File: config.mk
export PLATFORM = sky130hd
export DESIGN_NAME = quoted_term_splitter
export DESIGN_NICKNAME = d
export VERILOG_FILES = /design/src/rtl/qts_pkg.sv /design/src/rtl/quoted_term_splitter.sv
export VERILOG_INCLUDE_DIRS = /design/src /design/src/rtl
export SDC_FILE = /design/constraint.sdc
export NUM_CORES = 1
export LEC_CHECK = 0
export BUFFER_PORTS_ARGS = -buffer_cell sky130_fd_sc_hd__buf_2
export CORE_MARGIN = 4
export CORE_UTILIZATION = 57
export CTS_CLUSTER_SIZE = 24
export DETAILED_ROUTE_END_ITERATION = 16
export PLACE_DENSITY = 0.81
export SYNTH_ARGS = -nofsm -noshare
export SYNTH_HDL_FRONTEND = slang
export SYNTH_SLANG_ARGS = --single-unit
File: constraint.sdc
create_clock -name clk -period 3.1 [get_ports clk]
set_input_delay 0.465 -clock clk [delete_from_list [all_inputs] [get_ports clk]]
set_output_delay 0.465 -clock clk [all_outputs]
set_load 0.1 [all_outputs]
File: src/rtl/assert_macros.svh
// Shared assertion macros, clocked on clk and held off during reset.
`ifndef ASSERT_MACROS_SVH
`define ASSERT_MACROS_SVH

// Same-cycle implication.
`define AST_IMPLY(label, ante, cons) \
  label: assert property (@(posedge clk) disable iff (!rst_n) (ante) |-> (cons)) \
    else $error("assertion failed: same-cycle implication");

// Next-cycle implication.
`define AST_NEXT(label, ante, cons) \
  label: assert property (@(posedge clk) disable iff (!rst_n) (ante) |=> (cons)) \
    else $error("assertion failed: next-cycle implication");

`endif

File: src/rtl/qts_pkg.sv
package qts_pkg;

  typedef struct packed {
    logic [7:0] text_byte;
    logic       byte_present;
    logic       end_of_text;
  } in_item_t;

  typedef struct packed {
    logic [7:0] out_byte;
    logic       out_byte_valid;
    logic       term_done;
    logic       text_done;
    logic       run_last;
  } out_item_t;

  // quote span codes
  localparam logic [1:0] QkNone   = 2'd0;
  localparam logic [1:0] QkSingle = 2'd1;
  localparam logic [1:0] QkDouble = 2'd2;

  localparam logic [7:0] ChLf     = 8'h0A;
  localparam logic [7:0] ChTab    = 8'h09;
  localparam logic [7:0] ChCr     = 8'h0D;
  localparam logic [7:0] ChVt     = 8'h0B;
  localparam logic [7:0] ChFf     = 8'h0C;
  localparam logic [7:0] ChSpace  = 8'h20;
  localparam logic [7:0] ChBslash = 8'h5C;
  localparam logic [7:0] ChSquote = 8'h27;
  localparam logic [7:0] ChDquote = 8'h22;
  localparam logic [7:0] ChN      = 8'h6E;
  localparam logic [7:0] ChT      = 8'h74;
  localparam logic [7:0] ChR      = 8'h72;

  function automatic logic is_ws(input logic [7:0] b);
    return (b == ChSpace) || (b == ChTab) || (b == ChLf) || (b == ChVt) ||
           (b == ChFf) || (b == ChCr);
  endfunction

  function automatic logic [1:0] quote_code(input logic [7:0] b);
    if (b == ChSquote) return QkSingle;
    if (b == ChDquote) return QkDouble;
    return QkNone;
  endfunction

endpackage

File: src/rtl/quoted_term_splitter.sv
// Channel | Ports                          | Moves
// --------+--------------------------------+------------------------------------
// input   | in_valid, in_ready, in_data    | one text byte and/or end marker
// output  | out_valid, out_ready, out_data | one decoded byte / term / text mark
//
// Each input transaction is decoded in the cycle it is accepted; its 0..2
// results load a two-deep result register (head + spare) that feeds the output.
// Back to back at 1 transaction/cycle while out_ready is high; an escaped
// ordinary byte gives two results and holds in_ready low while the spare drains.
// Reset (rst_n, synchronous): clears quote, escape and term state and both valids.
// in_ready = spare empty and (head empty or out_ready): a stalled head blocks input.
`include "assert_macros.svh"

module quoted_term_splitter (
  input  logic              clk,
  input  logic              rst_n,
  input  logic              in_valid,
  output logic              in_ready,
  input  qts_pkg::in_item_t  in_data,
  output logic              out_valid,
  input  logic              out_ready,
  output qts_pkg::out_item_t out_data
);
  import qts_pkg::*;

  // tokenizer state
  logic [1:0] quote_kind_r, quote_kind_nxt;
  logic       escape_pending_r, escape_pending_nxt;
  logic       term_has_bytes_r, term_has_bytes_nxt;

  // result register: head feeds the port, spare holds a second result
  out_item_t  head_r, spare_r;
  logic       head_valid_r, spare_valid_r;

  // decode outputs
  out_item_t  res0, res1;
  logic [1:0] res_cnt;
  logic       in_span;

  logic in_fire, out_fire;

  assign in_ready  = !spare_valid_r && (!head_valid_r || out_ready);
  assign in_fire   = in_valid && in_ready;
  assign out_fire  = head_valid_r && out_ready;
  assign out_valid = head_valid_r;
  assign out_data  = head_r;

  assign in_span = (quote_kind_r == QkSingle) || (quote_kind_r == QkDouble);

  // One-pass decode of the current transaction.
  always_comb begin
    quote_kind_nxt     = quote_kind_r;
    escape_pending_nxt = escape_pending_r;
    term_has_bytes_nxt = term_has_bytes_r;
    res0    = '0;
    res1    = '0;
    res_cnt = 2'd0;

    if (in_data.byte_present) begin
      if (!in_span) begin
        if (is_ws(in_data.text_byte)) begin
          // whitespace closes a term only if it had bytes
          if (term_has_bytes_r) begin
            res0.term_done     = 1'b1;
            res_cnt            = 2'd1;
            term_has_bytes_nxt = 1'b0;
          end
        end else if (quote_code(in_data.text_byte) != QkNone) begin
          quote_kind_nxt = quote_code(in_data.text_byte);
        end else begin
          res0.out_byte       = in_data.text_byte;
          res0.out_byte_valid = 1'b1;
          res_cnt             = 2'd1;
          term_has_bytes_nxt  = 1'b1;
        end
      end else if (escape_pending_r) begin
        escape_pending_nxt  = 1'b0;
        term_has_bytes_nxt  = 1'b1;
        res0.out_byte_valid = 1'b1;
        res_cnt             = 2'd1;
        case (in_data.text_byte)
          ChN:                        res0.out_byte = ChLf;
          ChT:                        res0.out_byte = ChTab;
          ChR:                        res0.out_byte = ChCr;
          ChBslash, ChSquote, ChDquote: res0.out_byte = in_data.text_byte;
          default: begin
            // unknown escape keeps its backslash
            res0.out_byte       = ChBslash;
            res1.out_byte       = in_data.text_byte;
            res1.out_byte_valid = 1'b1;
            res_cnt             = 2'd2;
          end
        endcase
      end else if (in_data.text_byte == ChBslash) begin
        escape_pending_nxt = 1'b1;
      end else if (quote_code(in_data.text_byte) == quote_kind_r) begin
        quote_kind_nxt = QkNone;
      end else begin
        res0.out_byte       = in_data.text_byte;
        res0.out_byte_valid = 1'b1;
        res_cnt             = 2'd1;
        term_has_bytes_nxt  = 1'b1;
      end
    end

    if (in_data.end_of_text) begin
      // dangling escape: only reachable with no result so far
      if (escape_pending_nxt) begin
        res0.out_byte       = ChBslash;
        res0.out_byte_valid = 1'b1;
        res_cnt             = 2'd1;
        term_has_bytes_nxt  = 1'b1;
      end
      if (res_cnt == 2'd0) begin
        res_cnt = 2'd1;
      end
      // a term mark already set by whitespace stays set
      if (res_cnt == 2'd2) begin
        res1.term_done = res1.term_done || term_has_bytes_nxt;
        res1.text_done = 1'b1;
      end else begin
        res0.term_done = res0.term_done || term_has_bytes_nxt;
        res0.text_done = 1'b1;
      end
      quote_kind_nxt     = QkNone;
      escape_pending_nxt = 1'b0;
      term_has_bytes_nxt = 1'b0;
    end

    if (res_cnt == 2'd2) begin
      res1.run_last = 1'b1;
    end else begin
      res0.run_last = 1'b1;
    end
  end

  always_ff @(posedge clk) begin
    if (!rst_n) begin
      quote_kind_r     <= QkNone;
      escape_pending_r <= 1'b0;
      term_has_bytes_r <= 1'b0;
    end else if (in_fire) begin
      quote_kind_r     <= quote_kind_nxt;
      escape_pending_r <= escape_pending_nxt;
      term_has_bytes_r <= term_has_bytes_nxt;
    end
  end

  always_ff @(posedge clk) begin
    if (!rst_n) begin
      head_valid_r  <= 1'b0;
      spare_valid_r <= 1'b0;
    end else if (in_fire && (res_cnt != 2'd0)) begin
      head_valid_r  <= 1'b1;
      spare_valid_r <= (res_cnt == 2'd2);
    end else if (out_fire) begin
      head_valid_r  <= spare_valid_r;
      spare_valid_r <= 1'b0;
    end
  end

  always_ff @(posedge clk) begin
    if (in_fire && (res_cnt != 2'd0)) begin
      head_r  <= res0;
      spare_r <= res1;
    end else if (out_fire) begin
      head_r  <= spare_r;
    end
  end

  // spare never holds a result without the head in front of it
  `AST_IMPLY(a_spare_behind_head, spare_valid_r, head_valid_r)
  // a head result that is not the item's last must have its follower waiting
  `AST_IMPLY(a_run_tail_waits, head_valid_r && !head_r.run_last, spare_valid_r)
  // escape flag only lives inside a quoted span
  `AST_IMPLY(a_escape_in_span, escape_pending_r,
             (quote_kind_r == QkSingle) || (quote_kind_r == QkDouble))
  // end of text leaves the tokenizer clean
  `AST_NEXT(a_end_clears, in_fire && in_data.end_of_text,
            (quote_kind_r == QkNone) && !escape_pending_r && !term_has_bytes_r)

endmodule

==> impl_metrics.tcl, run 1 <==
set metrics [dict create \
    cts_post_setup_buffers_inserted 0 \
    finalSetupViolCount 0 \
    slowest_delay_ns 0.56 \
    p_seq_frac 0.502 \
    fp-row-count 21 \
    tightest_slew_ns 0.617 \
    maxSlewHeadroom 0.589 \
    die_area_mm2 0.00446 \
    yosysWarningCount 0 \
    finalCritPeriodShare 0.847 \
    grt_pass1_wl_um 7560 \
    final_cells 265 \
    firstDrtPassIters 4 \
    ctsResizeCount 0 \
    synth.top_cells.by_area "edfxtp_1 37%, dfxtp_1 6.1%, mux2_4 3.8%" \
    final_antenna_net_count 0 \
    routed_wl_um 4390 \
    drv_slew 0 \
    start_kind "flop" \
    final_util 0.653 \
    placed_cell_area_mm2 0.00213 \
    ir_worst_vdd_v 0.000156 \
    fin_worst_skew_ns 0.00902 \
    cts_tree "built" \
    synthArstFlopShare 0 \
    port_buffers 27 \
    grt_pass1_vias 1607 \
    worst-path-max-fanout 12 \
    start_util 0.590 \
    cp.arrival_ns 2.60 \
    critPathTopFamily "simple AND/OR/NAND/NOR gates" \
    wl_per_cell_um 16.6 \
    grt_max_degree 18 \
    synth_flop_cell "edfxtp_1" \
    path_cells "xor2_2 -> nor2_1 -> o41ai_2 -> a21oi_2 -> a311oi_4 -> nand2b_1" \
    design_area_mm2 0.00218 \
    final_common_cell "buf_2" \
    p_comb_frac 0.267 \
    crit_buf_inv 0 \
    final_cell_mix "27 x buf_2, 24 x edfxtp_1, 13 x nand2_1" \
    syn_to_final_growth_pct 10.7 \
    ios 28 \
    fin_crit_ns 2.63 \
    ys_seq_area_frac 0.427 \
    internal_power_mw 0.607 \
    routed-via-count 1621 \
    htreeDepth 2 \
    drc 0 \
    antenna_found_initial 0 \
    hold_buffers 0 \
    synth_top_area_frac 0.366 \
    clkTransAtPathRegs_ns 0.09 \
    place_congestion 0.988 \
    antenna-diode-count 0 \
    crit_required_ns 3.07 \
    synth_fp_nets 206 \
    clockRootBuffer "clkbuf_4" \
    placed_cells 257 \
    die_x_um 66.8 \
    finalSetupTns_ns 0 \
    overflow 0 \
    cts_made_buffers 5 \
    via_per_inst 6.12 \
    hold_violations 0 \
    cts_buffer_depth 2 \
    grt_use_total 0.225 \
    p_clk_frac 0.231 \
    syn_area_mm2 0.00197 \
    fin_hold_ws_ns 0.415 \
    dpl.hpwl_um 3210 \
    avgSynthCellArea_um2 10.3 \
    power_switching_mw 0.331 \
    clock_latency_ns 0.34 \
    critPathKind "flop to flop" \
    drtIter0Drc 139 \
    max_freq_mhz 381 \
    drive_above_1_share 0.260 \
    synth_edf_count 24 \
    p_leak_nw 0.817 \
    synth.distinct_cells 62 \
    nets 232 \
    syn_inst 192 \
    cellPowerDensity_mw_per_mm2 430 \
    cp-end-kind "flop" \
    ys_seq_elements 30 \
    cts_sinks 30 \
    status "completed" \
    crit_slowest_cell "nand2b_1" \
    yosys.area.top_type "edfxtp_1" \
    drv_cap 0 \
    die_y_um 66.8 \
    core_mm2 0.00334 \
    switching_share 0.353 \
    min_path_type "primary input to flop" \
    rsz0062_at_grt "false" \
]
[registers in the layout, summed over array words and instances (netlist names)]
register and flops:
escape_pending_r 1, out_data 12, out_valid 1, quote_kind_r 2
spare_r 12, spare_valid_r 1, term_has_bytes_r 1
[layer usage]
metal | global-route usage | share of wire | up-vias
li1 | - | - | 793
met1 | 0.294 | 0.44 | 761
met2 | 0.360 | 0.49 | 59
met3 | 0.0523 | 0.059 | 8
met4 | 0.0888 | 0.017 | 0
met5 | 0 | 0 | -
[Yosys cell counts, types with 3 or more instances]
| cell | instances |
|---|---|
| nor3_1 | 7 |
| nor4_1 | 4 |
| mux2_2 | 4 |
| nand3_1 | 7 |
| a21oi_1 | 9 |
| nor2_1 | 11 |
| dfxtp_1 | 6 |
| mux2_4 | 5 |
| nand2_1 | 13 |
| and3_1 | 3 |
| clkbuf_1 | 5 |
| and4_1 | 4 |
| edfxtp_1 | 24 |
| inv_1 | 6 |
| o21ai_0 | 9 |
| mux2i_1 | 3 |
| buf_2 | 4 |
| and2_1 | 9 |
| nor2b_1 | 4 |
| o31ai_1 | 3 |
[power by group through the flow]
stage               sequential, mW  clock [mW]  combinational, mW
finish                       0.470       0.217              0.251
global route                 0.473       0.238              0.265
CTS                          0.471       0.221              0.250
detailed placement           0.480           0              0.250
global placement             0.479           0              0.246
floorplan                    0.590           0             0.0920
[worst paths after layout]
kind | depth (start not counted) | slack [ns] | endpoint | startpoint
min | 2 | 0.42 | out_valid$_SDFFE_PN0P_ | rst_n
min reg2reg | 1 | 0.56 | out_data[11]$_DFFE_PP_ | spare_r[11]$_SDFFCE_PP0P_
max reg2reg | 6 | 0.47 | out_data[8]$_DFFE_PP_ | quote_kind_r[1]$_SDFFE_PN0P_
max | 6 | 0.47 | out_data[8]$_DFFE_PP_ | quote_kind_r[1]$_SDFFE_PN0P_
[cells by family after synthesis]
kind of cell / after synthesis / synth area share
AND/OR/NAND/NOR: 84 / 0.260
AO/OA/AOI/OAI: 46 / 0.175
flip-flops: 30 / 0.427
buffers and inverters: 17 / 0.0445
multiplexers: 12 / 0.0763
XOR/XNOR: 3 / 0.0172
[cell type report]
class | instances | area [um2]
Clock buffer | 6 | 41.3
Inverter | 6 | 22.5
Multi-Input combinational cell | 145 | 1050
Sequential cell | 30 | 841
Clock inverter | 2 | 8.76
Tap cell | 46 | 57.6
Timing Repair Buffer | 30 | 158
Fill cell | 301 | 1160
[metrics by stage]
step	power, mW	worst slack, ns
after floorplan	0.682	0.0840
after global placement	0.725	0.281
after detailed placement	0.730	0.178
after CTS	0.942	0.481
after global routing	0.976	0.308
final	0.938	0.475
Power figures use the tool's default switching activity.
==> run 2: changes to the inputs <==
- clock period: 3.1 -> 2.6 ns (I/O delays scaled with it)
==> impl_metrics.tcl, run 2 (synthesized netlist as in run 1, its figures left out) <==
set metrics [dict create \
    status "completed" \
    port_buffers 27 \
    die_y_um 66.8 \
    die_x_um 66.8 \
    syn_to_final_growth_pct 15.5 \
    slowest_delay_ns 0.49 \
    ir_worst_vdd_v 0.000363 \
    cp-end-kind "flop" \
    antenna_found_initial 0 \
    ios 28 \
    critPathKind "flop to flop" \
    finalWorstSetupSlack_ns 0.154 \
    final_antenna_net_count 0 \
    drive_above_1_share 0.306 \
    max_freq_mhz 409 \
    via_per_inst 6.36 \
    clockRootBuffer "clkbuf_4" \
    antenna-diode-count 0 \
    crit_required_ns 2.67 \
    htreeDepth 2 \
    dpl.hpwl_um 3590 \
    p_leak_nw 0.869 \
    rsz0062_at_grt "false" \
    routed-via-count 1750 \
    worst-path-max-fanout 11 \
    ctsResizeCount 0 \
    design_area_mm2 0.00227 \
    nets 242 \
    cts_tree "built" \
    firstDrtPassIters 4 \
    path_cells "xor2_2 -> buf_4 -> and4_1 -> and3_1 -> a311o_1 -> o221ai_1" \
    drtIter0Drc 159 \
    fp-row-count 21 \
    crit_slowest_cell "dfxtp_1" \
    start_kind "flop" \
    cts_post_setup_buffers_inserted 0 \
    cts_buffer_depth 2 \
    cts_made_buffers 5 \
    placed_cell_area_mm2 0.00222 \
    cts_sinks 30 \
    overflow 0 \
    cp.arrival_ns 2.52 \
    grt_pass1_vias 1674 \
    drv_slew 0 \
    drc 0 \
    grt_max_degree 22 \
    cellPowerDensity_mw_per_mm2 502 \
    final_common_cell "buf_2" \
    dp_slack_ns 0.0345 \
    clock_latency_ns 0.33 \
    fin_worst_skew_ns 0.00680 \
    core_mm2 0.00334 \
    final_cell_mix "27 x buf_2, 24 x edfxtp_1, 12 x nand2_1, 12 x buf_4, 11 x nor2_1" \
    hold_buffers 0 \
    start_util 0.590 \
    fin_crit_ns 2.45 \
    grt_pass1_wl_um 7770 \
    wl_per_cell_um 17.4 \
    finalCritPeriodShare 0.941 \
    drv_cap 0 \
    routed_wl_um 4770 \
    fin_hold_ws_ns 0.311 \
    finalSetupTns_ns 0 \
    grt_use_total 0.236 \
    die_area_mm2 0.00446 \
    clkTransAtPathRegs_ns 0.10 \
    place_congestion 0.891 \
    min_path_type "primary input to flop" \
    finalSetupViolCount 0 \
    hold_violations 0 \
    maxSlewHeadroom 0.676 \
    tightest_slew_ns 0.489 \
]
## run 2: critical path, delay by kind of cell (launching register included)
family / cells / cell delay, ns
simple gates: 2 / 0.83
compound gates: 2 / 0.28
buf+inv: 1 / 0.22
xor+xnor: 1 / 0.36
flops: 1 / 0.49
## run 2: through the flow
stage / cells / total power [mW] / util
finish: 275 / 1.14 / 0.681
global route: 275 / 1.18 / 0.681
CTS: 275 / 1.14 / 0.681
detailed placement: 267 / 0.887 / 0.666
global placement: 267 / 0.881 / 0.666
floorplan: 192 / 0.814 / -
## run 2: final timing paths
path	start	endpoint	slack (ns)	depth (start not counted)
worst min register to register	spare_r[0]$_DFFE_PP_	out_data[0]$_DFFE_PP_	0.56	1
worst max-delay path	quote_kind_r[0]$_SDFFE_PN0P_	out_data[2]$_DFFE_PP_	0.15	6
worst max register to register	quote_kind_r[0]$_SDFFE_PN0P_	out_data[2]$_DFFE_PP_	0.15	6
worst min-delay path	rst_n	out_valid$_SDFFE_PN0P_	0.31	2
## run 2: report_power, final
part	internal [mW]	switching (mW)	total, mW
logic	0.0821	0.234	0.316
clock network	0.101	0.163	0.265
registers	0.552	0.0101	0.562
total	0.735	0.407	1.14
## run 2: area by class of cell
type / instances / area [um2]
fillers: 273 / 1060
multi-input cells: 145 / 1060
flip-flops and latches: 30 / 842
repair buffers: 40 / 245
well taps: 46 / 57.6
clock buffers: 6 / 41.3
inverters: 6 / 22.5
clock inverters: 2 / 8.76
## run 2: metal layers
metal  up-vias  track usage  part of all wire  wire length (um)
met4         0        0.132             0.039               185
met1       807        0.274              0.40              1910
met3        20       0.0540             0.074               355
li1        819            -                 -                 -
met5         -            0                 0                 0
met2       104        0.397              0.49              2320
